`src/rtl/sqlv_pkg.sv`:
```
package sqlv_pkg;

    localparam int HISTORY_BYTES_DEF = 6;
    localparam int HISTORY_BYTES_MIN = 6;
    localparam int HISTORY_BYTES_MAX = 10;
    localparam int KEYWORD_LEN       = 6;

    // newest byte in the lowest lane, oldest in the highest
    localparam logic [8*KEYWORD_LEN-1:0] KEYWORD = "VALUES";

    localparam logic [7:0] CH_LPAREN  = 8'h28;
    localparam logic [7:0] CH_RPAREN  = 8'h29;
    localparam logic [7:0] CH_COMMA   = 8'h2C;
    localparam logic [7:0] CH_SEMI    = 8'h3B;
    localparam logic [7:0] CH_PERCENT = 8'h25;
    localparam logic [7:0] CH_UNDER   = 8'h5F;
    localparam logic [7:0] CH_LOWER_N = 8'h6E;
    localparam logic [7:0] CH_LOWER_T = 8'h74;
    localparam logic [7:0] CH_BSLASH  = 8'h5C;
    localparam logic [7:0] CH_SQUOTE  = 8'h27;
    localparam logic [7:0] CH_DQUOTE  = 8'h22;
    localparam logic [7:0] CH_NL      = 8'h0A;
    localparam logic [7:0] CH_TAB     = 8'h09;

    // result bytes caused by one input beat
    typedef struct packed {
        logic       valid;
        logic       two;
        logic [7:0] byte0;
        logic [7:0] byte1;
    } t_emit;

endpackage

```
`src/rtl/sqlv_if.sv`:
```
interface sqlv_in_if;
    logic       valid;
    logic       ready;
    logic [7:0] in_byte;

    modport source (output valid, output in_byte, input ready);
    modport sink (input valid, input in_byte, output ready);
endinterface

interface sqlv_out_if;
    logic       valid;
    logic       ready;
    logic [7:0] out_byte;
    logic       last_of_run;

    modport source (output valid, output out_byte, output last_of_run, input ready);
    modport sink (input valid, input out_byte, input last_of_run, output ready);
endinterface

```
`src/rtl/sqlv_parser.sv`:
```
module sqlv_parser #(
    parameter int HISTORY_BYTES = sqlv_pkg::HISTORY_BYTES_DEF
) (
    input  logic            i_clk,
    input  logic            i_rst_n,
    input  logic            i_accept,
    input  logic [7:0]      i_byte,
    output sqlv_pkg::t_emit o_emit
);
    import sqlv_pkg::*;

    logic [7:0] r_hist [HISTORY_BYTES];
    logic [7:0] n_hist [HISTORY_BYTES];
    logic       r_values, n_values;
    logic       r_tuple, n_tuple;
    logic       r_string, n_string;
    logic       r_escape, n_escape;
    logic       kw_match;
    t_emit      emit;

    always_comb begin
        n_hist   = r_hist;
        n_values = r_values;
        n_tuple  = r_tuple;
        n_string = r_string;
        n_escape = r_escape;
        emit     = '0;
        kw_match = 1'b1;

        if (!r_values) begin
            for (int i = 0; i < HISTORY_BYTES - 1; i++) begin
                n_hist[i] = r_hist[i + 1];
            end
            n_hist[HISTORY_BYTES - 1] = i_byte;
        end

        // newest KEYWORD_LEN history bytes against the keyword
        for (int i = 0; i < KEYWORD_LEN; i++) begin
            if (n_hist[HISTORY_BYTES - KEYWORD_LEN + i] !=
                KEYWORD[8*(KEYWORD_LEN-1-i) +: 8]) begin
                kw_match = 1'b0;
            end
        end

        priority if (!r_values) begin
            n_values = kw_match;
        end else if (!r_tuple) begin
            if (i_byte == CH_SEMI) begin
                n_values = 1'b0;
            end else if (i_byte == CH_LPAREN) begin
                n_tuple = 1'b1;
            end
        end else if (!r_string) begin
            priority if (i_byte == CH_RPAREN) begin
                emit.valid = 1'b1;
                emit.byte0 = CH_NL;
                n_tuple    = 1'b0;
            end else if (i_byte == CH_COMMA) begin
                emit.valid = 1'b1;
                emit.byte0 = CH_TAB;
            end else if (i_byte == CH_SQUOTE) begin
                n_string = 1'b1;
            end else begin
                emit.valid = 1'b1;
                emit.byte0 = i_byte;
            end
        end else if (r_escape) begin
            n_escape   = 1'b0;
            emit.valid = 1'b1;
            if (i_byte == CH_SQUOTE || i_byte == CH_DQUOTE ||
                i_byte == CH_PERCENT || i_byte == CH_UNDER) begin
                emit.byte0 = i_byte;
            end else begin
                emit.two   = 1'b1;
                emit.byte0 = CH_BSLASH;
                emit.byte1 = i_byte;
            end
        end else begin
            priority if (i_byte == CH_BSLASH) begin
                n_escape = 1'b1;
            end else if (i_byte == CH_SQUOTE) begin
                n_string = 1'b0;
            end else if (i_byte == CH_NL) begin
                emit.valid = 1'b1;
                emit.two   = 1'b1;
                emit.byte0 = CH_BSLASH;
                emit.byte1 = CH_LOWER_N;
            end else if (i_byte == CH_TAB) begin
                emit.valid = 1'b1;
                emit.two   = 1'b1;
                emit.byte0 = CH_BSLASH;
                emit.byte1 = CH_LOWER_T;
            end else begin
                emit.valid = 1'b1;
                emit.byte0 = i_byte;
            end
        end

        if (!i_accept) begin
            emit.valid = 1'b0;
        end
    end

    assign o_emit = emit;

    always_ff @(posedge i_clk) begin
        if (!i_rst_n) begin
            for (int i = 0; i < HISTORY_BYTES; i++) begin
                r_hist[i] <= '0;
            end
            r_values <= 1'b0;
            r_tuple  <= 1'b0;
            r_string <= 1'b0;
            r_escape <= 1'b0;
        end else if (i_accept) begin
            r_hist   <= n_hist;
            r_values <= n_values;
            r_tuple  <= n_tuple;
            r_string <= n_string;
            r_escape <= n_escape;
        end
    end

    a_string_in_tuple: assert property (@(posedge i_clk) disable iff (!i_rst_n)
        r_string |-> (r_tuple && r_values))
        else $error("string open outside a tuple");

    a_escape_in_string: assert property (@(posedge i_clk) disable iff (!i_rst_n)
        r_escape |-> r_string)
        else $error("escape pending outside a string");

    a_emit_in_tuple: assert property (@(posedge i_clk) disable iff (!i_rst_n)
        o_emit.valid |-> (r_tuple && i_accept))
        else $error("output produced outside a tuple");

endmodule

```
`src/rtl/sqlv_out_queue.sv`:
```
module sqlv_out_queue (
    input  logic            i_clk,
    input  logic            i_rst_n,
    input  sqlv_pkg::t_emit i_emit,
    output logic            o_full,
    output logic            o_valid,
    input  logic            i_ready,
    output logic [7:0]      o_byte,
    output logic            o_last
);
    import sqlv_pkg::*;

    // two entries, each holding the one or two bytes of one input beat
    logic [7:0] r_byte0 [2];
    logic [7:0] r_byte1 [2];
    logic       r_two   [2];
    logic       r_wr_ptr;
    logic       r_rd_ptr;
    logic [1:0] r_count;
    logic       r_second;
    logic       push;
    logic       pop;
    logic       fire;

    assign o_full  = (r_count == 2'd2);
    assign o_valid = (r_count != 2'd0);
    assign o_byte  = r_second ? r_byte1[r_rd_ptr] : r_byte0[r_rd_ptr];
    assign o_last  = !r_two[r_rd_ptr] || r_second;
    assign fire    = o_valid && i_ready;
    assign pop     = fire && o_last;
    assign push    = i_emit.valid;

    always_ff @(posedge i_clk) begin
        if (push) begin
            r_byte0[r_wr_ptr] <= i_emit.byte0;
            r_byte1[r_wr_ptr] <= i_emit.byte1;
            r_two[r_wr_ptr]   <= i_emit.two;
        end
    end

    always_ff @(posedge i_clk) begin
        if (!i_rst_n) begin
            r_wr_ptr <= 1'b0;
            r_rd_ptr <= 1'b0;
            r_count  <= 2'd0;
            r_second <= 1'b0;
        end else begin
            if (push) begin
                r_wr_ptr <= !r_wr_ptr;
            end
            if (pop) begin
                r_rd_ptr <= !r_rd_ptr;
            end
            if (fire) begin
                r_second <= !o_last;
            end
            unique case ({push, pop})
                2'b10:   r_count <= r_count + 2'd1;
                2'b01:   r_count <= r_count - 2'd1;
                default: r_count <= r_count;
            endcase
        end
    end

    a_count_bound: assert property (@(posedge i_clk) disable iff (!i_rst_n)
        r_count != 2'd3)
        else $error("queue count out of range");

    a_no_push_full: assert property (@(posedge i_clk) disable iff (!i_rst_n)
        push |-> !o_full)
        else $error("push into a full queue");

    a_second_of_pair: assert property (@(posedge i_clk) disable iff (!i_rst_n)
        r_second |-> (o_valid && r_two[r_rd_ptr]))
        else $error("second byte pending on a single-byte entry");

endmodule

```
`src/rtl/sql_values_to_tsv_core.sv`:
```
// sql values to tsv filter
// i_in  : one dump byte per beat (in_byte), valid/ready handshake
// o_out : one tsv byte per beat (out_byte); last_of_run marks the final
//         byte produced by one input byte
// an input byte yields zero, one or two output bytes. the parser state
// updates in the cycle the byte is taken, and its output bytes are
// registered in a two-entry queue, from which o_out shows them in order.
// input throughput is one byte per cycle while the queue is not full,
// and the output side moves one byte per cycle, so a stream with two-byte
// expansions is paced by the output port.
// i_in.ready depends only on queue occupancy: bytes keep flowing while
// a result waits, until two results are held; a stalled receiver then
// stops the input with no loss.
// synchronous reset (i_rst_n low) clears the keyword history to zero,
// drops out of values, tuple, string and escape state and empties the
// queue; no bytes are produced on the way out of reset.
module sql_values_to_tsv_core #(
    parameter int HISTORY_BYTES = sqlv_pkg::HISTORY_BYTES_DEF
) (
    input  logic i_clk,
    input  logic i_rst_n,
    sqlv_in_if.sink    i_in,
    sqlv_out_if.source o_out
);
    import sqlv_pkg::*;

    t_emit emit;
    logic  full;
    logic  accept;

    assign i_in.ready = !full;
    assign accept     = i_in.valid && !full;

    sqlv_parser #(
        .HISTORY_BYTES(HISTORY_BYTES)
    ) u_parser (
        .i_clk   (i_clk),
        .i_rst_n (i_rst_n),
        .i_accept(accept),
        .i_byte  (i_in.in_byte),
        .o_emit  (emit)
    );

    sqlv_out_queue u_queue (
        .i_clk  (i_clk),
        .i_rst_n(i_rst_n),
        .i_emit (emit),
        .o_full (full),
        .o_valid(o_out.valid),
        .i_ready(o_out.ready),
        .o_byte (o_out.out_byte),
        .o_last (o_out.last_of_run)
    );

endmodule
```
`src/flat_wrapper.sv`:
```
// flat-port wrapper written by rule: the top's interface ports become plain ports
module sql_values_to_tsv_core_flat import sqlv_pkg::*;
#(
    parameter int HISTORY_BYTES = sqlv_pkg::HISTORY_BYTES_DEF
)
  (i_clk, i_rst_n, i_in_valid, i_in_in_byte, i_in_ready, o_out_valid, o_out_out_byte, o_out_last_of_run, o_out_ready);
  sqlv_in_if i_in_i ();
  sqlv_out_if o_out_i ();
  input  logic i_clk;
  input  logic i_rst_n;
  input wire logic [$bits(i_in_i.valid)-1:0] i_in_valid;
  input wire logic [$bits(i_in_i.in_byte)-1:0] i_in_in_byte;
  output wire logic [$bits(i_in_i.ready)-1:0] i_in_ready;
  output wire logic [$bits(o_out_i.valid)-1:0] o_out_valid;
  output wire logic [$bits(o_out_i.out_byte)-1:0] o_out_out_byte;
  output wire logic [$bits(o_out_i.last_of_run)-1:0] o_out_last_of_run;
  input wire logic [$bits(o_out_i.ready)-1:0] o_out_ready;
  assign i_in_i.valid = i_in_valid;
  assign i_in_i.in_byte = i_in_in_byte;
  assign i_in_ready = i_in_i.ready;
  assign o_out_valid = o_out_i.valid;
  assign o_out_out_byte = o_out_i.out_byte;
  assign o_out_last_of_run = o_out_i.last_of_run;
  assign o_out_i.ready = o_out_ready;
  sql_values_to_tsv_core #(.HISTORY_BYTES(HISTORY_BYTES)) u_core (.i_clk(i_clk), .i_rst_n(i_rst_n), .i_in(i_in_i), .o_out(o_out_i));
endmodule
```
`config.mk`:
```
export PLATFORM = sky130hd
export DESIGN_NAME = sql_values_to_tsv_core_flat
export DESIGN_NICKNAME = d
export VERILOG_FILES = /design/src/rtl/sqlv_pkg.sv /design/src/rtl/sqlv_if.sv /design/src/rtl/sqlv_parser.sv /design/src/rtl/sqlv_out_queue.sv /design/src/rtl/sql_values_to_tsv_core.sv /design/src/flat_wrapper.sv
export SDC_FILE = /design/constraint.sdc
export NUM_CORES = 1
export LEC_CHECK = 0
export BUFFER_PORTS_ARGS = -buffer_cell sky130_fd_sc_hd__buf_2
export CORE_MARGIN = 2
export CORE_UTILIZATION = 45
export CTS_CLUSTER_DIAMETER = 80
export DETAILED_ROUTE_END_ITERATION = 6
export PLACE_DENSITY_LB_ADDON = 0.05
export SETUP_SLACK_MARGIN = 0.15
export SKIP_LAST_GASP = 1
export SYNTH_ARGS = -nofsm -noshare
export SYNTH_HDL_FRONTEND = slang
export SYNTH_SLANG_ARGS = --single-unit
```
`constraint.sdc`:
```
create_clock -name i_clk -period 2.5 [get_ports i_clk]
set_input_delay 0.375 -clock i_clk [delete_from_list [all_inputs] [get_ports i_clk]]
set_output_delay 0.375 -clock i_clk [all_outputs]
set_load 0.05 [all_outputs]
```
==> results.toml <==
[status]
status = "completed"

[global_route]
gr-total-overflow = 0
antenna_found_initial = 0
grt_util_all_layers_pct = 19.7
grt_pass1_vias = 2906
grt_max_degree = 52
grt_pass1_wl_mm = 14.9

[logic_synthesis]
yosys.area.top_type = "dfxtp_1"
syn_nets = 434
synth_area_per_cell_sq_um = 9.43
synthCells = 421
yosys_warnings = 0
syn_area_sq_mm = 0.00397
netlist-cell-type-count = 59
synth_edf_count = 34
synthSimpleGateAreaFrac_pct = 24.3
synth-compound-area-share_pct = 12.9
synth_xor_area_share_pct = 0.882
synth_top_area_share_pct = 26.7
synthMuxAreaShare_pct = 5.04
async_flop_share_pct = 0
ys_seq_area_share_pct = 52.4
synth_top_family_by_area = "simple AND/OR/NAND/NOR gates"
synthTopCellsByArea = "dfxtp_1, edfxtp_1, nand2_1"
synth_fa_ha_area_share_pct = 0.315
synth_seq_cells = 87
synth_ff_type = "dfxtp_1"

[setup_path]
end_kind = "flip-flop"
worst_path_max_delay_cell = "dfxtp_1"
crit_arrival_ns = 2.43
timing.rr.start = "u_core.u_queue.r_count[0]"
required_ns = 2.79
slowest_delay_ns = 0.41
crit_chain = "nor2b_1, inv_1, nand2_1, nor2_1, o221ai_2, ha_1, or3_1, a21oi_1"
critical_path.startpoint = "u_core.u_queue.r_count[0]"
worstReg2RegEnd = "u_core.u_queue.r_count[1]"
r2r_cells = 8
critPathMaxFanout = 4
start_kind = "flip-flop"
r2r_slack_ns = 0.36
critical_path_class = "reg -> reg"

[timing]
min_period_ns = 2.14
skew_ns = 0.0132
fin_crit_sh_pct = 85.7
grt_setup_unrepaired = "no"
max_freq_ghz = 0.467
hold_violations = 0
setup_viol = 0
slew_violations = 0
fin_tns_setup_ns = 0
slew_headroom_pct = 64.5
worst_pin_slew_ns = 0.533

[placed_design]
placed_cell_area_sq_mm = 0.00422
dp_hpwl_mm = 6.34
port_buffers = 22
gp_congestion = 0.850

[final_layout]
drive_gt1_share_pct = 16.8
stdcell_area_sq_mm = 0.00442
syn2layout_area_growth_pct = 11.3
nets = 454
fillers = 818
antenna_cells = 0

[power_and_ir_drop]
p_per_area_mw_per_mm2 = 588
ir_drop_v = 0.000252
power.leakage_nw = 1.50
total_power_mw = 2.60

[cts]
cts_tree = "built"
cts_hold_buf = 0
htreeDepth = 3
cts_setup_buffers = 0
cts.repair.resized = 0
clk_pin_slew_ns = 0.09
clock_latency_ns = 0.35
root_buffer = "clkbuf_8"
cts_num_sinks = 87
numCtsBuffers = 9
cts_buffer_depth = 2

[hold_path]
hold_path_depth = 3
hp-class = "in -> reg"
hold_start = "i_rst_n"
hold_end = "u_core.u_queue.r_wr_ptr"

[routing]
viasPerCell = 5.59
routedWlPerCell_um = 16.1
drc = 0
firstDrtPassIters = 5
num_vias = 3099
wl_mm = 8.95
drt_iter0_drc = 192
postRouteAntennaNets = 0

[floorplan]
core_area_sq_mm = 0.00864
die_w_um = 97.9
start_util_pct = 46.0
die_height_um = 97.9
num_io_pins = 23
die_area_sq_mm = 0.00959
rows = 34

[flow_run]
maxCapViolCount = 0
[state kept, by name, summed over array words and instances (netlist names), named ones only]
register / cells
u_core.u_parser.r_hist: 43
u_core.u_queue.r_byte0: 16
u_core.u_queue.r_byte1: 16
u_core.u_queue.r_count: 2
u_core.u_queue.r_two: 2
u_core.u_parser.r_escape: 1
u_core.u_parser.r_string: 1
u_core.u_parser.r_tuple: 1
u_core.u_parser.r_values: 1
u_core.u_queue.r_rd_ptr: 1
u_core.u_queue.r_second: 1
u_core.u_queue.r_wr_ptr: 1
[synthesized netlist by cell type (all sizes together), types with 3 or more instances]
cell type / number
a21oi: 55
a311oi: 3
and2: 4
and3: 7
buf: 5
clkbuf: 24
dfxtp: 53
edfxtp: 34
inv: 12
mux4: 8
nand2: 99
nand3: 6
nand4: 8
nand4b: 3
nor2: 20
nor2b: 5
nor3: 7
nor3b: 4
nor4: 4
nor4b: 3
nor4bb: 3
o21ai: 11
or3: 5
[critical path: cells and delay by family, from the launching register on]
family	cells	cell delay (ns)
AO/OA/AOI/OAI	2	0.32
flip-flops	1	0.41
buffers and inverters	1	0.13
adder cells (fa/ha/maj)	1	0.34
AND/OR/NAND/NOR	4	0.87
[metal layers]
metal	global-route usage [%]	part of all wire (%)	vias to the layer above	routed length, um
li1	-	-	1536	-
met1	25.1	43	1476	3840
met2	33.7	51	71	4580
met3	3.36	4.2	16	379
met4	7.26	1.7	0	149
met5	0	0	-	0
[kinds of logic (layout without fill, tap and decap cells)]
| family | Yosys count | in the layout |
|---|---|---|
| fa+ha+maj | 1 | 1 |
| buf+inv | 41 | 66 |
| flops | 87 | 87 |
| compound gates | 87 | 87 |
| xor+xnor | 4 | 4 |
| simple gates | 191 | 191 |
| mux | 10 | 10 |
[worst max path at each step]
stage | to | slack, ns | cells past startpoint
global placement | u_core.u_queue.r_count[1] | 0.27 | 8
CTS | u_core.u_queue.r_count[1] | 0.34 | 8
detailed placement | u_core.u_queue.r_count[1] | 0.24 | 8
finish | u_core.u_queue.r_count[1] | 0.36 | 8
global route | u_core.u_queue.r_count[1] | 0.20 | 8
floorplan | u_core.u_queue.r_byte0[1][0] | 0.04 | 6
[where the power goes]
part | leakage, nW | switching (mW) | internal (mW) | total, mW
registers | 0.706 | 0.0142 | 1.47 | 1.49
logic | 0.694 | 0.0882 | 0.0407 | 0.129
clock network | 0.101 | 0.510 | 0.471 | 0.981
total | 1.50 | 0.612 | 1.99 | 2.60
[layout make-up]
type,instances,area [sq um],area share [%]
Clock buffer,9,124,2.80
Clock inverter,7,76.3,1.73
Inverter,12,45.0,1.02
Multi-Input combinational cell,293,1730,39.1
Sequential cell,87,2080,47.1
Tap cell,108,135,3.06
Timing Repair Buffer,38,230,5.21
[per-stage QoR]
stage | hold slack [ns] | worst slack [ns] | std cells | util (%)
2_1_floorplan | 0.436 | 0.0419 | 421 | -
3_3_place_gp | 0.447 | 0.267 | 538 | 48.9
3_5_place_dp | 0.448 | 0.238 | 538 | 48.9
4_1_cts | 0.299 | 0.344 | 554 | 51.2
5_1_grt | 0.302 | 0.198 | 554 | 51.2
6_report | 0.314 | 0.356 | 554 | 51.2
[layout by cell type (no fill, tap or decap), types with 4 or more instances in the layout]
cell	n
dfxtp_1	53
buf_4	16
a21oi_1	54
buf_2	22
nand2_1	99
and2_1	4
or3_1	5
nand3_1	6
edfxtp_1	34
and3_1	6
o21ai_0	10
nor3_1	6
nor4_1	4
nand4_1	8
nor2_1	20
inv_1	12
mux4_2	8
clkbuf_8	9
nor2b_1	5
No activity file was read; power rests on OpenSTA's default activity.
